**config.mk**
```make
export PLATFORM = sky130hd
export DESIGN_NAME = bdiou_front
export DESIGN_NICKNAME = d
export VERILOG_FILES = /design/src/design/bdiou_pkg.sv /design/src/design/bdiou_front.sv
export SDC_FILE = /design/constraint.sdc
export NUM_CORES = 1
export LEC_CHECK = 0
export BUFFER_PORTS_ARGS = -buffer_cell sky130_fd_sc_hd__buf_2
export CORE_AREA = 2 2 208 210
export DETAILED_ROUTE_END_ITERATION = 8
export DIE_AREA = 0 0 210 212
export PLACE_DENSITY_LB_ADDON = 0.25
export SYNTH_ARGS = -nofsm -noshare
export SYNTH_HDL_FRONTEND = slang
export SYNTH_SLANG_ARGS = --single-unit
```
**constraint.sdc**
```tcl
create_clock -name vclk -period 15.55
set_input_delay 2.3325 -clock vclk [all_inputs]
set_output_delay 2.3325 -clock vclk [all_outputs]
set_load 0.005 [all_outputs]
```
**src/design/bdiou_pkg.sv**
```systemverilog
// ----------------------------------------------------------------------------
// bdiou_pkg
// Shared types and fixed widths for the box distance-IoU block.
// ----------------------------------------------------------------------------
package bdiou_pkg;

  // Fixed field widths
  localparam int unsigned CW    = 16;      // center coordinate
  localparam int unsigned SW    = 15;      // box size
  localparam int unsigned OUT_W = 16;      // result value
  localparam int unsigned XW    = CW + 2;  // doubled edges, extents, |dx|
  localparam int unsigned AW    = 2 * SW + 2;  // doubled-size area
  localparam int unsigned NW    = 2 * XW + 1;  // areas, union, squared sums

  // Input word
  typedef struct packed {
    logic signed [CW-1:0] a_center_x;
    logic signed [CW-1:0] a_center_y;
    logic        [SW-1:0] a_width;
    logic        [SW-1:0] a_height;
    logic signed [CW-1:0] b_center_x;
    logic signed [CW-1:0] b_center_y;
    logic        [SW-1:0] b_width;
    logic        [SW-1:0] b_height;
  } in_t;

  // Result word
  typedef struct packed {
    logic signed [OUT_W-1:0] diou_value;
    logic                    overlap_seen;
  } out_t;

  // Classified pair handed from the front to the back
  typedef struct packed {
    logic          overlap;
    logic [XW-1:0] iw;
    logic [XW-1:0] ih;
    logic [SW:0]   aw2;
    logic [SW:0]   ah2;
    logic [SW:0]   bw2;
    logic [SW:0]   bh2;
    logic [XW-1:0] adx;
    logic [XW-1:0] ady;
    logic [XW-1:0] ew;
    logic [XW-1:0] eh;
  } fr_t;

endpackage

```
**src/design/bdiou_front.sv**
```systemverilog
// ----------------------------------------------------------------------------
// bdiou_front
// Builds doubled edges, intersection and enclosing extents, center deltas
// and the overlap class of one box pair.
// ----------------------------------------------------------------------------
module bdiou_front
  import bdiou_pkg::*;
(
  input  in_t in_i,
  output fr_t fr_o
);

  function automatic logic signed [XW-1:0] dbl(logic signed [CW-1:0] c);
    logic signed [XW-1:0] e;
    e = XW'(c);
    return e <<< 1;
  endfunction

  function automatic logic signed [XW-1:0] szx(logic [SW-1:0] s);
    return $signed({{(XW-SW){1'b0}}, s});
  endfunction

  function automatic logic signed [XW-1:0] smax(logic signed [XW-1:0] a,
                                                logic signed [XW-1:0] b);
    return (a > b) ? a : b;
  endfunction

  function automatic logic signed [XW-1:0] smin(logic signed [XW-1:0] a,
                                                logic signed [XW-1:0] b);
    return (a < b) ? a : b;
  endfunction

  // Extent as unsigned, taken from a one-bit-wider signed difference
  function automatic logic [XW-1:0] span(logic signed [XW-1:0] hi,
                                         logic signed [XW-1:0] lo);
    logic signed [XW:0] d;
    d = (XW+1)'(hi) - (XW+1)'(lo);
    return d[XW-1:0];
  endfunction

  logic signed [XW-1:0] ax2, ay2, bx2, by2;
  logic signed [XW-1:0] al, ar, at, ab, bl, br, bt, bb;
  logic signed [XW-1:0] il, ir, it, ib;
  logic signed [XW-1:0] dx, dy;

  // Doubled edges
  assign ax2 = dbl(in_i.a_center_x);
  assign ay2 = dbl(in_i.a_center_y);
  assign bx2 = dbl(in_i.b_center_x);
  assign by2 = dbl(in_i.b_center_y);
  assign al  = ax2 - szx(in_i.a_width);
  assign ar  = ax2 + szx(in_i.a_width);
  assign at  = ay2 - szx(in_i.a_height);
  assign ab  = ay2 + szx(in_i.a_height);
  assign bl  = bx2 - szx(in_i.b_width);
  assign br  = bx2 + szx(in_i.b_width);
  assign bt  = by2 - szx(in_i.b_height);
  assign bb  = by2 + szx(in_i.b_height);

  // Intersection box
  assign il = smax(al, bl);
  assign ir = smin(ar, br);
  assign it = smax(at, bt);
  assign ib = smin(ab, bb);

  // Center deltas, doubled
  assign dx = ax2 - bx2;
  assign dy = ay2 - by2;

  always_comb begin
    fr_o.overlap = (ib >= it) && (ir >= il);
    fr_o.iw      = span(ir, il);
    fr_o.ih      = span(ib, it);
    fr_o.aw2     = {in_i.a_width, 1'b0};
    fr_o.ah2     = {in_i.a_height, 1'b0};
    fr_o.bw2     = {in_i.b_width, 1'b0};
    fr_o.bh2     = {in_i.b_height, 1'b0};
    fr_o.adx     = dx[XW-1] ? XW'(-dx) : XW'(dx);
    fr_o.ady     = dy[XW-1] ? XW'(-dy) : XW'(dy);
    fr_o.ew      = span(smax(ar, br), smin(al, bl));
    fr_o.eh      = span(smax(ab, bb), smin(at, bt));
  end

endmodule

```
# Word-level counts from Yosys, hierarchy flattened
# Cells that the tools add are included.
[word_totals]
input_bits = 124
regBits = 0
elab_cells = 37
output_inout_bits = 173
[classes]
n_reduce_logical = 1
n_addsub = 16
muxes = 10
n_lt_le_gt_ge = 10
[op_table]
columns = ["op", "count"]
rows = [
  ["18-bit two-way mux", 10],
  ["17-bit by 16-bit adder with 18-bit output", 4],
  ["18-bit greater-than comparator", 4],
  ["18-bit < comparator", 4],
  ["17-bit by 16-bit subtractor with 18-bit output", 4],
  ["18-bit subtractor", 4],
  ["18-bit >= comparator", 2],
  ["18-bit negator", 2],
  ["17-bit by 17-bit subtractor with 18-bit output", 2],
  ["1-bit logical AND", 1],
]

# Logic depth before layout (Yosys ltp)
[depth]
ltp_word = 5
depth_mapped = 39
depth_no_buf = 36

# Worst setup path before layout
# No wires, ideal clock.
[synth_path]
kind = "input -> output"
startpoint = "in in_i[1] in the netlist's numbering"
endpoint = "out fr_o[14] in the netlist's numbering"
arrival_time_ps = 9275
stages = 35
path_buffers = 1
t_required_ps = 13218
path_slack_ps = 3943
cell_sequence = "inv_1 fa_1 a21o_1 a21oi_1 o21ai_0 a21oi_1 o21ai_0 a211oi_1 o21ai_0 a31o_2 a211oi_1 xnor2_1 ha_1 and4_1 nand4_1 or3_1 and4b_1 mux2i_2 clkbuf_1 nand2_1 o21ai_0 ha_1 inv_1 fa_1 a21o_1 a21oi_1 o21bai_1 a21oi_1 o21bai_1 a21oi_1 o21ai_0 a2111oi_0 o31ai_1 a21oi_1 xnor2_1"
[synth_lines]
columns = ["item", "line_no", "text"]
rows = [
  ["start, declared", "bdiou_front.sv:9", "input in_t in_i,"],
  ["end, declared", "bdiou_front.sv:10", "output fr_t fr_o"],
]

==> run summary <==
Status: complete, no violations
Die width: 210 µm
Fmax: 77.1 MHz
Antenna diode count: 0
Fin crit share: 83.5%
Min-Delay Path Class: primary input to primary output
Share of layout cells above drive strength 1: 15.6%
GRT overflow: 0
Grt met1 use: 23.4%
DR vias: 14.8k
Routed wire length: 47200 µm
Sequential Area: 0 µm²
Post-Synthesis Cells: 2068
Critical path's largest stage delay: 0.71 ns
Count leader, synth: ha_1
Min cycle time layout: 12.98 ns
GR peak layer: met2
Nets: 2676
Post-Syn Area: 14700 µm²
Core area: 42500 µm²
Resized cells post-CTS: 0
Yosys top cell area share: 23.7%
Most frequent CP cell: a21oi_1
FP Rows: 76
Ys Warns: 0
Max VDD drop: 0.0741 mV
Post-DP HPWL: 42000 µm
Post-route setup slack: 2.57 ns
CTS Hold Bufs: 0
CP arrival: 10.65 ns
Count of final setup violators: 0
Number of post-CTS setup repair buffers: 0
P_leak: 8.32 nW
Syn-to-layout area delta: 10.5%
Avg Vias per Cell: 5.29
Crit-path max FO: 16
Die area: 44500 µm²
Global-route wire length before repair: 73100 µm
Crit Path Class: primary input to primary output
# clk buffers: 0
Sequential share of the synthesized area: 0%
Syn Area/Cell: 7.08 µm²
Initial antenna violation count: 0
Synth unique cells: 77
Max Cap Viol: 0
Largest net degree at the start of global routing: 35
RD Place Congestion: 0.889
Num ports: 297
Vias in the first global route: 14.4k
Drt drc: 0
Fin. Hold Viols: 0
Die Y: 212 µm
Fillcell total: 4576
Hold depth: 2
Total track usage: 20.3%
Worst setup SP type: primary input
PD cells: 140 nW/µm²
Slew @ Worst Pin: 1.03 ns
Commonest cells post-synth: 278 x ha_1, 268 x inv_1, 185 x nor2_1
Slowest CP cell: a41oi_4
Met3 Use GR: 0.517%
Drt wl/cell: 16.8 µm
Seq_cells: 0
Unrepaired setup endpoints after global routing: false
Worst path required time: 13.22 ns
Worst setup EP type: primary output
Placement Setup Slack: 2.55 ns
Drt first pass iters: 6
Pins Over Slew Limit: 0
GR Util met2: 41.0%
Initial DRC count: 720
Starting Density: 34.5%
Port bufs: 291
TNS Setup: 0 ns
Rel. slew slack: 31.1%
Post-route ant nets: 0
Top cells by area, synth: ha_1 24%, xnor2_1 10%, mux2i_1 6.9%
Yosys top cell by area: ha_1
-- stage by stage --
| stage | area [µm²] | cells | hold WS (ns) | power (mW) | util, % |
|---|---|---|---|---|---|
| after floorplan | 14700 | 2073 | 4.75 | 1.48 | - |
| after global placement | 16200 | 2804 | 4.86 | 2.26 | 38.1 |
| after detailed placement | 16200 | 2804 | 4.87 | 2.28 | 38.1 |
| after CTS | 16200 | 2804 | 4.87 | 2.30 | 38.1 |
| after global routing | 16200 | 2804 | 4.88 | 2.53 | 38.1 |
| final | 16200 | 2804 | 4.87 | 2.27 | 38.1 |
-- final timing paths --
path	start	end	slack, ns
setup / recovery	in_i[83]	fr_o[32]	2.57
hold / removal	in_i[2]	fr_o[75]	4.87
-- final cells by class --
cell class	count	area (µm²)	share of cell area, %
multi-input cells	1688	13000	80.1
repair buffers	300	1520	9.41
inverters	270	1010	6.26
well taps	546	683	4.22
-- power by group --
part	switching [mW]	internal, mW
combinational	1.29	0.981
clock	0	0
sequential	0	0
-- logic make-up after synthesis --
kind of cell | synth area share [%]
simple gates | 17.3
other cells | 0.0256
mux | 8.38
buf+inv | 11.8
fa+ha+maj | 25.9
xor+xnor | 12.9
compound gates | 23.7
-- layout by cell type, fill, tap and decap left out, types with 10 or more instances in the layout --
cell / instances
fa_1: 14
nor2_1: 184
nand4_1: 24
mux2_2: 18
a21boi_0: 13
a31oi_1: 16
a211oi_1: 16
xnor2_1: 172
mux2i_1: 101
inv_1: 268
o31ai_1: 16
and3_1: 11
nor3_1: 48
or3_1: 15
nand2b_1: 30
a21o_1: 46
a21oi_1: 176
buf_2: 291
nor4_1: 12
nand2_1: 86
o211ai_1: 14
o21bai_1: 28
o21ai_0: 99
o21a_1: 24
a2111oi_0: 11
nand3_1: 28
xor2_1: 36
ha_1: 278
nor3b_1: 10
nor2b_1: 38
-- critical path: cells and delay by family --
kind | cells | cell delay [ns]
xor+xnor | 2 | 0.44
simple gates | 5 | 1.06
buf+inv | 6 | 0.62
compound gates | 17 | 4.57
fa+ha+maj | 4 | 1.32
mux | 1 | 0.26
-- layer usage --
layer / vias to the layer above / wire length (µm)
met1: 6832 / 20000
met3: 70 / 1340
met5: - / 0
met4: 0 / 1410
met2: 364 / 24400
li1: 7572 / -
No activity file was read; power rests on OpenSTA's default activity.
