File: src/design/bdiou_queue.sv
// ----------------------------------------------------------------------------
// bdiou_queue
// Small synchronous FIFO between the front and the back.
// ----------------------------------------------------------------------------
module bdiou_queue #(
  parameter type         T     = logic,
  parameter int unsigned DEPTH = 4
) (
  input  logic clk_i,
  input  logic rst_ni,
  input  logic push_i,
  input  T     data_i,
  output logic full_o,
  input  logic pop_i,
  output T     data_o,
  output logic empty_o
);

  localparam int unsigned PW = (DEPTH > 1) ? $clog2(DEPTH) : 1;
  localparam int unsigned CNW = $clog2(DEPTH + 1);

  T                mem_q [DEPTH];
  logic [PW-1:0]   wr_q, wr_d, rd_q, rd_d;
  logic [CNW-1:0]  cnt_q, cnt_d;
  logic            do_push, do_pop;

  assign full_o  = (cnt_q == CNW'(DEPTH));
  assign empty_o = (cnt_q == '0);
  assign do_push = push_i && !full_o;
  assign do_pop  = pop_i && !empty_o;
  assign data_o  = mem_q[rd_q];

  // Pointer and count update
  always_comb begin
    wr_d  = wr_q;
    rd_d  = rd_q;
    cnt_d = cnt_q;
    if (do_push) begin
      wr_d = (wr_q == PW'(DEPTH - 1)) ? '0 : wr_q + 1'b1;
    end
    if (do_pop) begin
      rd_d = (rd_q == PW'(DEPTH - 1)) ? '0 : rd_q + 1'b1;
    end
    if (do_push && !do_pop) begin
      cnt_d = cnt_q + 1'b1;
    end else if (do_pop && !do_push) begin
      cnt_d = cnt_q - 1'b1;
    end
  end

  always_ff @(posedge clk_i or negedge rst_ni) begin
    if (!rst_ni) begin
      wr_q  <= '0;
      rd_q  <= '0;
      cnt_q <= '0;
    end else begin
      wr_q  <= wr_d;
      rd_q  <= rd_d;
      cnt_q <= cnt_d;
    end
  end

  // Storage
  always_ff @(posedge clk_i) begin
    if (do_push) begin
      mem_q[wr_q] <= data_i;
    end
  end

endmodule

File: config.mk
export PLATFORM = sky130hd
export DESIGN_NAME = bdiou_queue
export DESIGN_NICKNAME = d
export VERILOG_FILES = /design/src/design/bdiou_queue.sv
export SDC_FILE = /design/constraint.sdc
export NUM_CORES = 1
export LEC_CHECK = 0
export ABC_CLOCK_PERIOD_IN_PS = 2710
export BUFFER_PORTS_ARGS = -buffer_cell sky130_fd_sc_hd__buf_2
export CAP_MARGIN = 0
export CELL_PAD_IN_SITES_DETAIL_PLACEMENT = 0
export CELL_PAD_IN_SITES_GLOBAL_PLACEMENT = 2
export CORE_MARGIN = 2
export CORE_UTILIZATION = 37
export CTS_CLUSTER_DIAMETER = 120
export DETAILED_ROUTE_END_ITERATION = 16
export PLACE_DENSITY_LB_ADDON = 0.1
export SETUP_SLACK_MARGIN = 0.2
export SLEW_MARGIN = 20
export SYNTH_ARGS = -nofsm -noshare
export SYNTH_HDL_FRONTEND = slang
export SYNTH_SLANG_ARGS = --single-unit
File: constraint.sdc
create_clock -name clk_i -period 2.71 [get_ports clk_i]
set_clock_uncertainty 0.2 [all_clocks]
set_input_delay 0 -clock clk_i [delete_from_list [all_inputs] [get_ports clk_i]]
set_output_delay 0 -clock clk_i [all_outputs]
set_load 0.02 [all_outputs]
== Word level (Yosys, flattened, before mapping) ==
Memory sizes are Yosys's and may differ from the RTL's.
Cells that the tools add are included.
Cells by class
  $add $sub $neg: 4
  equality and inequality tests: 3
  muxes and demuxes: 6
  reduce and logical (&&, ||, !) cells: 10
Operators with widths (number)
  3-bit 2-to-1 mux: 2
  2-bit by 1-bit adder with 2-bit output (second input constant): 2
  2-bit equality test (second input constant): 2
  1-bit logical AND: 4
  1-bit zero test: 4
  2-bit 2-to-1 mux: 2
  3-bit by 1-bit adder with 3-bit output (second input constant): 1
  3-bit equality test (second input constant): 1
  3-bit zero test: 1
  3-bit by 1-bit subtractor with 3-bit output (second input constant): 1
  1-bit 2-to-1 mux: 2
  2-bit nonzero test: 1
Storage, ports and cells
  register bits after elaboration: 7
  bits in writable memories: 4
  bits of input ports: 5
  output and inout bits: 3
  word-level logic and storage cells: 27
  memories: 1
Memories
  mem_q: depth 4, width 1, rd ports 1, clocked after memory_dff 0, wr ports 1, line 22  | T mem_q [DEPTH];

== Depth between registers and ports, before layout ==
Gate-level depths: netlist (run 1).
  depth after elaboration: 7
  mapped depth: 9
  gate-level depth less buffers: 8

== Least setup slack after synthesis (run 1) ==
No wires, ideal clock.
  kind: register to register
  from: register cnt_q[0]
  to: register cnt_q[2]
  library setup time: 0.079 ns
  data arrival time: 2.203 ns
  required time: 2.431 ns
  slack: 0.227 ns
  stages on the path, launching flop included: 9
  path buffers: 0
  clock period less this slack: 2.483 ns
  cells stage by stage: dfrtp_1 > nor3_1 > nand2b_2 > ha_1 > inv_1 > fa_1 > xor2_1 > nor2_1 > xor2_1
On the way
  longest elaborated chain between the ends: 6
  elaborated cells on any way between the ends: 15
  those cells by class: add/sub: 2; eq/ne: 1; mux: 2; reduce/logical: 10
Ends and longest elaborated chain
  start, declared: line 24  | logic [CNW-1:0] cnt_q, cnt_d;
  start signal, assigned: line 59  | cnt_q <= cnt_d;
  3-bit zero test (*): line 28  | assign empty_o = (cnt_q == '0);
  net empty_o: line 16  | output logic empty_o
  1-bit zero test (*): line 30  | assign do_pop = pop_i && !empty_o;
  1-bit logical AND (*): line 30
  1-bit zero test: line 44  | if (do_push && !do_pop) begin
  1-bit logical AND: line 44
  3-bit 2-to-1 mux / 2-bit nonzero test (equally long branches)
Mark *: on every way through the listed nets, which the timed path passes. The rest lies on a longest branch. The select of a mux whose other input is x is not followed.
A chain may end at the register's enable or synchronous reset.

== Final worst setup path (run 1) ==
  from: register cnt_q[0]
  to: register cnt_q[2]
On the way
  longest elaborated chain between the ends: 6
  elaborated cells on any way between the ends: 15
  those cells by class: add/sub: 2; eq/ne: 1; mux: 2; reduce/logical: 10
Ends and longest elaborated chain
  parallel branches: the longest is 6 deep, another holds 3-bit by 1-bit subtractor with 3-bit output
Several ways; the timed one is not identified. The select of a mux whose other input is x is not followed.

==> metrics, run 1 <==
worst-margin pin slew 0.336 ns; GR Util All Layers 0.117; Worst VDD drop 399 µV; I/O Pins 8; per-cell routed wire length about 13 µm; clk buf depth 2; Die Width between 40 and 50 µm; crit start category register; CP required roughly 2.7 ns; die area 0.00196 mm²; antenna violations before repair 0; reg2reg path depth 8; RSZ-0062 raised after global routing false; Final WS setup 0.447 ns; Post-CTS Hold Fix Bufs 4; Crit. End Element register; initial core utilization 0.398; WS Path Type register to register; post-synthesis mux area share 0.144; max-slew violations 0; area delta synth->final 19.6%; setup violators final 0; Hold Path Cell Cnt 4; Hold Fails Final Rpt 0; post-synthesis adder-cell area fraction 0.159; GP Congestion just over 0.7; CP max FO 4; clock latency reported for the late side of the worst-skew pair 0.26 ns; H-tree depth 1; drt pass-1 iters 4; HP Class primary input to register; crit path time final 2.26 ns; design area about 720 µm²; CTS resizes 0; num rows 14; status finished, final reports clean; sequential fraction of the synthesis area 0.493; drt initial violations 6; pwr dens about 1100 mW/mm²; Antenna Cells 0; first-pass GRT wire length about 1.6 mm; post-synthesis simple-gate area fraction 0.123; Yosys warnings 0; core area 0.00151 mm²; Distinct cells, synth 17; setup TNS 0 ns; Slew Limit Headroom 0.775; Clock transition at path regs roughly 0.070 ns; Remaining Overflow, GRT 0; crit path DAT about 2.3 ns; layout cells sized above 1 0.404; largest family of logic cells by synthesized area adder cells; root buf cell clkbuf_4; final WL 949 µm; die height 44.2 µm; post-synthesis compound-gate area fraction 0; maxcap violations 0; largest net degree at the start of global routing 8; Post-Synth XOR/XNOR Area 0.0438; DRC viols 0; Final #Nets 70; port buffer count 7; #FFs+latches synth 11; Syn Std Cell Area 599 µm²; DP Area ~650 µm²; CTS tree done; Leakage 0.329 nW; Final Cycle Share 0.835; number of buffers created by CTS 3; number of global-route vias before repair 386; vias 349; Syn Area/Cell between 10 and 15 µm²; Net Count, Synth 54; Max Clk Rate 442 MHz; HPWL Detailed ~750 µm; post-CTS setup buffer count 0; vias per cell 4.78; DP Worst Slack approximately 0.46 ns; Routed Antenna Nets 0; clock sink count 11; Syn Inst Count 42
[cell usage in the layout (no fill, tap or decap), drive strengths merged]
cell         instances
dlygate4sd3          4
clkbuf               4
nor3b                1
edfxtp               4
dfrtp                7
inv                  3
nand2b               1
ha                   6
fa                   1
and2                 4
mux4                 1
nor2b                1
nor2                 3
mux2                 5
nor3                 1
xnor2                1
xor2                 2
buf                  8
[report_power, final]
| part | switching (mW) | total [mW] | leakage, nW | internal [mW] |
|---|---|---|---|---|
| clock | 0.0537 | 0.111 | 0.0150 | 0.0569 |
| combinational | 0.153 | 0.344 | 0.195 | 0.191 |
| sequential | 0.0707 | 0.315 | 0.119 | 0.244 |
| total | 0.278 | 0.770 | 0.329 | 0.492 |
[sequential cells by signal (all words and copies together) (netlist names)]
register  cells
mem_q         4
cnt_q         3
rd_q          2
wr_q          2
[per-layer routing]
layer / track usage / wire (µm) / vias to the layer above
met5: 0 / 0 / -
li1: - / - / 169
met2: 0.226 / 541 / 9
met3: 0.0245 / 42 / 0
met4: 0.0545 / 0 / 0
met1: 0.116 / 365 / 171
[area by class of cell]
cell class / count / area (µm²)
Timing Repair Buffer: 12 / 82.6
Clock buffer: 4 / 26.3
Tap cell: 16 / 20.0
Multi-Input combinational cell: 27 / 282
Sequential cell: 11 / 295
Fill cell: 129 / 790
Inverter: 3 / 11.3
[synth_stat cells]
master    number  area share
mux2_4         2       0.050
dfrtp_1        7        0.29
edfxtp_1       4        0.20
nor3_1         1      0.0083
mux2_2         3       0.056
fa_1           1       0.033
xnor2_1        1       0.015
nor2b_1        1       0.010
nor3b_2        1       0.021
buf_6          1       0.019
ha_1           6        0.13
and2_2         4       0.050
nand2b_2       1       0.015
nor2_1         3       0.019
mux4_2         1       0.038
xor2_1         2       0.029
inv_1          3       0.019
[critical path, stage by stage, from the launching register on]
cell and delay, ns:
dfrtp_1 0.44, nor3_1 0.28, nand2b_2 0.20, ha_1 0.18, inv_1 0.06, fa_1 0.37, xor2_1 0.15, nor2_1 0.12
xor2_1 0.18
[logic make-up (layout without fill, tap and decap cells)]
kind of cell,Yosys count,in the layout
buffers and inverters,4,19
xor gates and xnor gates,3,3
adders and majority gates,7,7
muxes,6,6
and+or+nand+nor,11,11
DFF,11,11
[stage by stage]
stage	util	power, mW	instances	hold WS [ns]
5_1_grt	0.476	0.833	73	0.170
2_1_floorplan	-	0.574	42	-0.496
3_3_place_gp	0.432	0.625	65	-0.358
3_5_place_dp	0.432	0.664	65	-0.346
6_report	0.476	0.770	73	0.156
4_1_cts	0.476	0.781	73	0.152
[worst paths after layout]
| check | start | slack (ns) | to |
|---|---|---|---|
| min | push_i | 0.16 | wr_q[1] |
| max | cnt_q[0] | 0.45 | cnt_q[2] |
| max reg2reg | cnt_q[0] | 0.45 | cnt_q[2] |
| min reg2reg | cnt_q[2] | 0.32 | cnt_q[2] |
| max in group asynchronous | rst_ni | 1.58 | wr_q[1] |
| min in group asynchronous | rst_ni | 0.48 | rd_q[0] |
(Power assumes the default switching activity.)
==> run 2: changes to the inputs <==
--- a/config.mk
+++ b/config.mk
@@ -5,13 +5,14 @@
 export SDC_FILE = /design/constraint.sdc
 export NUM_CORES = 1
 export LEC_CHECK = 0
-export ABC_CLOCK_PERIOD_IN_PS = 2710
+export ABC_AREA = 1
+export ABC_CLOCK_PERIOD_IN_PS = 2000
 export BUFFER_PORTS_ARGS = -buffer_cell sky130_fd_sc_hd__buf_2
 export CAP_MARGIN = 0
 export CELL_PAD_IN_SITES_DETAIL_PLACEMENT = 0
 export CELL_PAD_IN_SITES_GLOBAL_PLACEMENT = 2
 export CORE_MARGIN = 2
-export CORE_UTILIZATION = 37
+export CORE_UTILIZATION = 29
 export CTS_CLUSTER_DIAMETER = 120
 export DETAILED_ROUTE_END_ITERATION = 16
 export PLACE_DENSITY_LB_ADDON = 0.1
==> constraint.sdc (replaced) <==
create_clock -name clk_i -period 2 [get_ports clk_i]
set_clock_uncertainty 0.2 [all_clocks]
set_input_delay 0 -clock clk_i [delete_from_list [all_inputs] [get_ports clk_i]]
set_output_delay 0 -clock clk_i [all_outputs]
set_load 0.02 [all_outputs]
==> run 2 against run 1 <==
  * Utilization is 1.2 points lower
  * Routed wire length grew 33%
  * Flip-flop and latch count stayed put
  * Die area is 32% higher
  * Total power is 76% higher
  * Clock power increased by 36%
  * Critical endpoint unchanged
  * Largest cell class is now multi-input gates
==> metrics, run 2 <==
status finished, final reports clean (unchanged); clock sink count 11 (unchanged); most frequent cells in the layout 16 x buf_4, 14 x nand2_1, 12 x inv_1 (was 7 x dfrtp_1, 7 x buf_2, 6 x ha_1); Syn Std Cell Area 638 µm² (was 599 µm²); CP required 1.96 ns (was 2.69 ns); Die Width 50.9 µm (was 44.2 µm); DP Area 732 µm² (was 651 µm²); Final Cycle Share 0.906 (was 0.835); CP max FO 3 (was 4); Synth top area share 0.275 (was 0.292); maxcap violations 0 (unchanged); die area 0.00259 mm² (was 0.00196 mm²); Net Count, Synth 84 (was 54); Top Registers mem_q: 4 flops, cnt_q: 3 flops (unchanged); num rows 16 (was 14); Syn Area/Cell 8.86 µm² (was 14.3 µm²); Syn Inst Count 72 (was 42); Leakage 0.489 nW (was 0.329 nW); Max Clk Rate 552 MHz (was 442 MHz); max reg flops 4 (unchanged); vias per cell 4.16 (was 4.78); HPWL Detailed 831 µm (was 749 µm); root buf cell clkbuf_4 (unchanged); HP Class primary input to register (unchanged); first-pass GRT wire length 2.24 mm (was 1.59 mm); largest net degree at the start of global routing 8 (unchanged); initial core utilization 0.316 (was 0.398); crit path time final 1.81 ns (was 2.26 ns); Layout Utilization 0.464 (was 0.476); clk buf depth 2 (unchanged); non-filler cells, final 131 (was 73); per-cell routed wire length 9.63 µm (was 13.0 µm); EDFF count, synth 4 (unchanged); Antenna Cells 0 (unchanged); Crit. End Element register (unchanged); most common cell after layout, fill and taps aside buf_4; Yosys warnings 0 (unchanged); area delta synth->final 47.1% (was 19.6%); Async S/R FF share, synth 0.636 (unchanged); reg2reg setup slack 0.19 ns (was 0.45 ns); max-slew violations 0 (unchanged); final WL 1.26 mm (was 949 µm); setup TNS 0 ns (unchanged); Hold Fails Final Rpt 0 (unchanged); pwr dens 1440 mW/mm² (was 1070 mW/mm²); Biggest register mem_q (unchanged); I/O Pins 8 (unchanged); Slew Limit Headroom 0.774 (was 0.775); area leader, netlist dfrtp_1 (unchanged); WHS 0.288 ns (was 0.156 ns); core area 0.00202 mm² (was 0.00151 mm²); worst-margin pin slew 0.339 ns (was 0.336 ns); Remaining Overflow, GRT 0 (unchanged); layout cells sized above 1 0.385 (was 0.404); drt pass-1 iters 3 (was 4); Worst VDD drop 710 µV (was 399 µV); GR Util All Layers 0.122 (was 0.117); top_reg_cell synth dfrtp_1 (unchanged); Distinct cells, synth 17 (unchanged); crit path DAT 1.77 ns (was 2.25 ns); drt initial violations 10 (was 6); DP Worst Slack 0.0884 ns (was 0.461 ns); Commonest cells post-synth 17 x inv_1, 16 x nand2_1, 7 x dfrtp_1 (was 7 x dfrtp_1, 6 x ha_1, 4 x and2_2, 4 x edfxtp_1); synth top area cells dfrtp_1 27%, edfxtp_1 19%, ha_1 12%, inv_1 10%, nand2_1 9.4% (was dfrtp_1 29%, edfxtp_1 20%, ha_1 13%, mux2_2 5.6%, and2_2 5.0%); GP Congestion 0.663 (was 0.705); Routed Antenna Nets 0 (unchanged); die height 50.9 µm (was 44.2 µm); placed instance count 108 (was 65); crit start category register (unchanged); Final WS setup 0.188 ns (was 0.447 ns); Clock transition at path regs 0.07 ns (about the same); number of buffers created by CTS 3 (unchanged); #FFs+latches synth 11 (unchanged); Power, Total 1.35 mW (was 770 µW); antenna violations before repair 0 (unchanged); RSZ-0062 raised after global routing true (was false); number of global-route vias before repair 523 (was 386); H-tree depth 1 (unchanged); setup violators final 0 (unchanged); design area 938 µm² (was 717 µm²); CTS tree done (unchanged); DRC viols 0 (unchanged); vias 545 (was 349); clock latency reported for the late side of the worst-skew pair 0.26 ns (about the same); most common cell in the netlist inv_1 (was dfrtp_1); sequential fraction of the synthesis area 0.463 (was 0.493); Final #Nets 117 (was 70); WS Path Type register to register (unchanged); port buffer count 7 (unchanged)
[run 2: cell types whose count changed after synthesis, sizes merged, moves of 2 or more]
cell,delta
nand3,+7
xor2,-2
nand2,+18
mux2,-5
nor2,+3
inv,+14
and2,-4
[run 2: final timing paths]
check | start | endpoint | cells past startpoint
setup / recovery | cnt_q[2] | cnt_q[2] | 10
hold / removal | data_i | mem_q[1] | 2
setup reg to reg | cnt_q[2] | cnt_q[2] | 10
hold reg to reg | rd_q[1] | rd_q[1] | 2
max in group asynchronous | rst_ni | wr_q[1] | 3
min in group asynchronous | rst_ni | rd_q[0] | 3
[run 2: critical path: stages (launching register included)]
cell	delay [ns]
dfrtp_1	0.43
inv_2	0.08
nand3_2	0.08
nand2_2	0.10
ha_4	0.16
inv_4	0.04
fa_2	0.33
inv_1	0.07
nand2_2	0.06
nand4_1	0.07
nand2_1	0.06
[run 2: power breakdown]
part	leakage (nW)	switching, mW	internal, mW	total, mW
clock network	0.0150	0.0734	0.0771	0.151
registers	0.122	0.0833	0.326	0.409
logic	0.353	0.392	0.402	0.794
total	0.489	0.549	0.805	1.35
[run 2: cell type report]
class                           instances  area [µm²]
Tap cell                               27        33.8
Timing Repair Buffer                   28         205
Clock buffer                            4        26.3
Fill cell                             212        1080
Sequential cell                        11         295
Inverter                               17        66.3
Multi-Input combinational cell         44         312
[run 2: timing repair]
item,4_1_cts,5_1_grt
buffers inserted,12,2
hold buffers,5,0
cloned,0,0
hold endpoints to repair,16,0
resized for setup,7,1
setup endpoints to repair,2,2
pin swaps,7,7
[run 2: logic make-up after synthesis]
kind of cell	count (synthesis)	share of synthesized area
AO/OA/AOI/OAI	3	0.0274
XOR/XNOR	1	0.0137
adder cells (fa/ha/maj)	7	0.149
buffers and inverters	17	0.100
flip-flops	11	0.463
AND/OR/NAND/NOR	33	0.247
[run 2: metal layers]
layer	GRT usage	vias to the layer above	wire (µm)
met3	0.0380	2	49
li1	-	285	-
met4	0.0811	0	15
met1	0.152	251	613
met2	0.177	7	583
met5	0	-	0
==> run 3: changes to the inputs <==
--- a/config.mk
+++ b/config.mk
@@ -7,14 +7,15 @@
 export LEC_CHECK = 0
 export ABC_AREA = 1
 export ABC_CLOCK_PERIOD_IN_PS = 2000
-export BUFFER_PORTS_ARGS = -buffer_cell sky130_fd_sc_hd__buf_2
 export CAP_MARGIN = 0
 export CELL_PAD_IN_SITES_DETAIL_PLACEMENT = 0
 export CELL_PAD_IN_SITES_GLOBAL_PLACEMENT = 2
 export CORE_MARGIN = 2
-export CORE_UTILIZATION = 29
+export CORE_UTILIZATION = 35
+export CTS_BUF_LIST = sky130_fd_sc_hd__clkbuf_2 sky130_fd_sc_hd__clkbuf_4 sky130_fd_sc_hd__clkbuf_8
 export CTS_CLUSTER_DIAMETER = 120
 export DETAILED_ROUTE_END_ITERATION = 16
+export DONT_BUFFER_PORTS = 1
 export PLACE_DENSITY_LB_ADDON = 0.1
 export SETUP_SLACK_MARGIN = 0.2
 export SLEW_MARGIN = 20
==> run 3 against run 2 <==
  * Clock power increased by 8%
  * Critical path type unchanged
  * Combinational power down 17%
  * Total power decreased by 8.8%
  * Flip-flop and latch count unchanged
==> metrics, run 3 (synthesis results as in run 2) <==
status finished, final reports clean (unchanged); RSZ-0062 raised after global routing true (unchanged); placed instance count 100 (was 108); port buffer count 0 (was 7); GP Congestion 0.674 (was 0.663); most common cell after layout, fill and taps aside nand2_1 (was buf_4); per-cell routed wire length 9.13 µm (was 9.63 µm); most frequent cells in the layout 14 x nand2_1, 11 x inv_1, 10 x buf_4 (was 16 x buf_4, 14 x nand2_1, 12 x inv_1); DP Worst Slack 0.0973 ns (was 0.0884 ns); number of global-route vias before repair 407 (was 523); crit path time final 1.79 ns (was 1.81 ns); Antenna Cells 0 (unchanged); DRC viols 0 (unchanged); Final #Nets 104 (was 117); clock sink count 11 (unchanged); Slew Limit Headroom 0.789 (was 0.774); WS Path Type register to register (unchanged); Die Width 46.7 µm (was 50.9 µm); Routed Antenna Nets 0 (unchanged); Top Registers mem_q: 4 flops, cnt_q: 3 flops (unchanged); die height 46.7 µm (was 50.9 µm); Final WS setup 0.215 ns (was 0.188 ns); number of buffers created by CTS 3 (unchanged); Leakage 0.434 nW (was 0.489 nW); max reg flops 4 (unchanged); non-filler cells, final 116 (was 131); clk buf depth 2 (unchanged); worst-margin pin slew 0.316 ns (was 0.339 ns); Biggest register mem_q (unchanged); largest net degree at the start of global routing 8 (unchanged); CP max FO 3 (unchanged); H-tree depth 1 (unchanged); HP Class primary input to register (unchanged); HPWL Detailed 782 µm (was 831 µm); clock latency reported for the late side of the worst-skew pair 0.26 ns (about the same); CP required 1.96 ns (about the same); area delta synth->final 34.7% (was 47.1%); crit start category register (unchanged); vias 477 (was 545); Hold Fails Final Rpt 0 (unchanged); Max Clk Rate 560 MHz (was 552 MHz); antenna violations before repair 0 (unchanged); WHS 0.247 ns (was 0.288 ns); maxcap violations 0 (unchanged); Clock transition at path regs 0.07 ns (about the same); vias per cell 4.11 (was 4.16); pwr dens 1440 mW/mm² (about the same); max-slew violations 0 (unchanged); core area 0.00173 mm² (was 0.00202 mm²); drt initial violations 12 (was 10); drt pass-1 iters 4 (was 3); area of the multi-input gates 312 µm² (unchanged); I/O Pins 8 (unchanged); area taken by flip-flops and latches 295 µm² (unchanged); GR Util All Layers 0.118 (was 0.122); fillers 183 (was 212); root buf cell clkbuf_4 (unchanged); Final Cycle Share 0.893 (was 0.906); setup TNS 0 ns (unchanged); Remaining Overflow, GRT 0 (unchanged); initial core utilization 0.370 (was 0.316); layout cells sized above 1 0.319 (was 0.385); Crit. End Element register (unchanged); num rows 15 (was 16); setup violators final 0 (unchanged); crit path DAT 1.75 ns (was 1.77 ns); Worst VDD drop 713 µV (was 710 µV); die area 0.00218 mm² (was 0.00259 mm²); CTS tree done (unchanged); final WL 1.06 mm (was 1.26 mm); first-pass GRT wire length 1.68 mm (was 2.24 mm)
-- run 3: changes by cell type in the layout (fill, tap and decap cells not counted), sizes merged --
cell / delta
buf: -13
-- run 3: final timing paths --
check / startpoint / endpoint / slack [ns] / cells past startpoint
setup / recovery: cnt_q[2] / cnt_q[2] / 0.21 / 10
hold / removal: data_i / mem_q[3] / 0.25 / 1
setup reg to reg: cnt_q[2] / cnt_q[2] / 0.21 / 10
hold reg to reg: wr_q[1] / wr_q[1] / 0.34 / 2
max in group asynchronous: rst_ni / rd_q[1] / 0.96 / 2
min in group asynchronous: rst_ni / cnt_q[2] / 0.40 / 2
-- run 3: power breakdown --
| part | switching, mW | internal (mW) | total [mW] |
|---|---|---|---|
| Clock | 0.0720 | 0.0907 | 0.163 |
| Combinational | 0.355 | 0.306 | 0.661 |
| Sequential | 0.0839 | 0.326 | 0.410 |
-- run 3: metrics by stage --
| step | util | power [mW] | area [µm²] |
|---|---|---|---|
| after floorplan | - | 0.817 | 648 |
| after global placement | 0.407 | 0.940 | 702 |
| after detailed placement | 0.407 | 0.939 | 702 |
| after CTS | 0.480 | 1.20 | 830 |
| after global routing | 0.498 | 1.37 | 860 |
| final | 0.498 | 1.23 | 860 |
-- run 3: what timing repair did --
| item | 4_1_cts | 5_1_grt |
|---|---|---|
| hold buffers | 5 | 0 |
| pin swaps | 6 | 3 |
| hold endpoints to repair | 22 | 0 |
| endpoints found under the setup margin | 2 | 2 |
| setup buffers | 4 | 3 |
| gates resized for setup | 6 | 4 |
-- run 3: cell type report --
type | instances | share of cell area
multi-input cells | 44 | 0.362
clock buffers | 4 | 0.0349
flip-flops and latches | 11 | 0.344
repair buffers | 15 | 0.146
well taps | 25 | 0.0364
inverters | 17 | 0.0771
-- run 3: per-layer routing --
layer  wire [µm]  vias to the layer above  GRT usage
li1            -                      261          -
met1         539                      207      0.152
met2         477                        7      0.167
met3          34                        2     0.0588
met4           8                        0     0.0500
met5           0                        -          0
-- run 3: worst max-delay path, cell delays in order, from the launching register on --
cell,delay (ns)
dfrtp_1,0.42
inv_2,0.09
nand3_2,0.09
nand2_2,0.09
ha_4,0.15
inv_4,0.03
fa_2,0.34
nand2_2,0.09
nand3_2,0.06
nand2_1,0.05
nand2_1,0.05
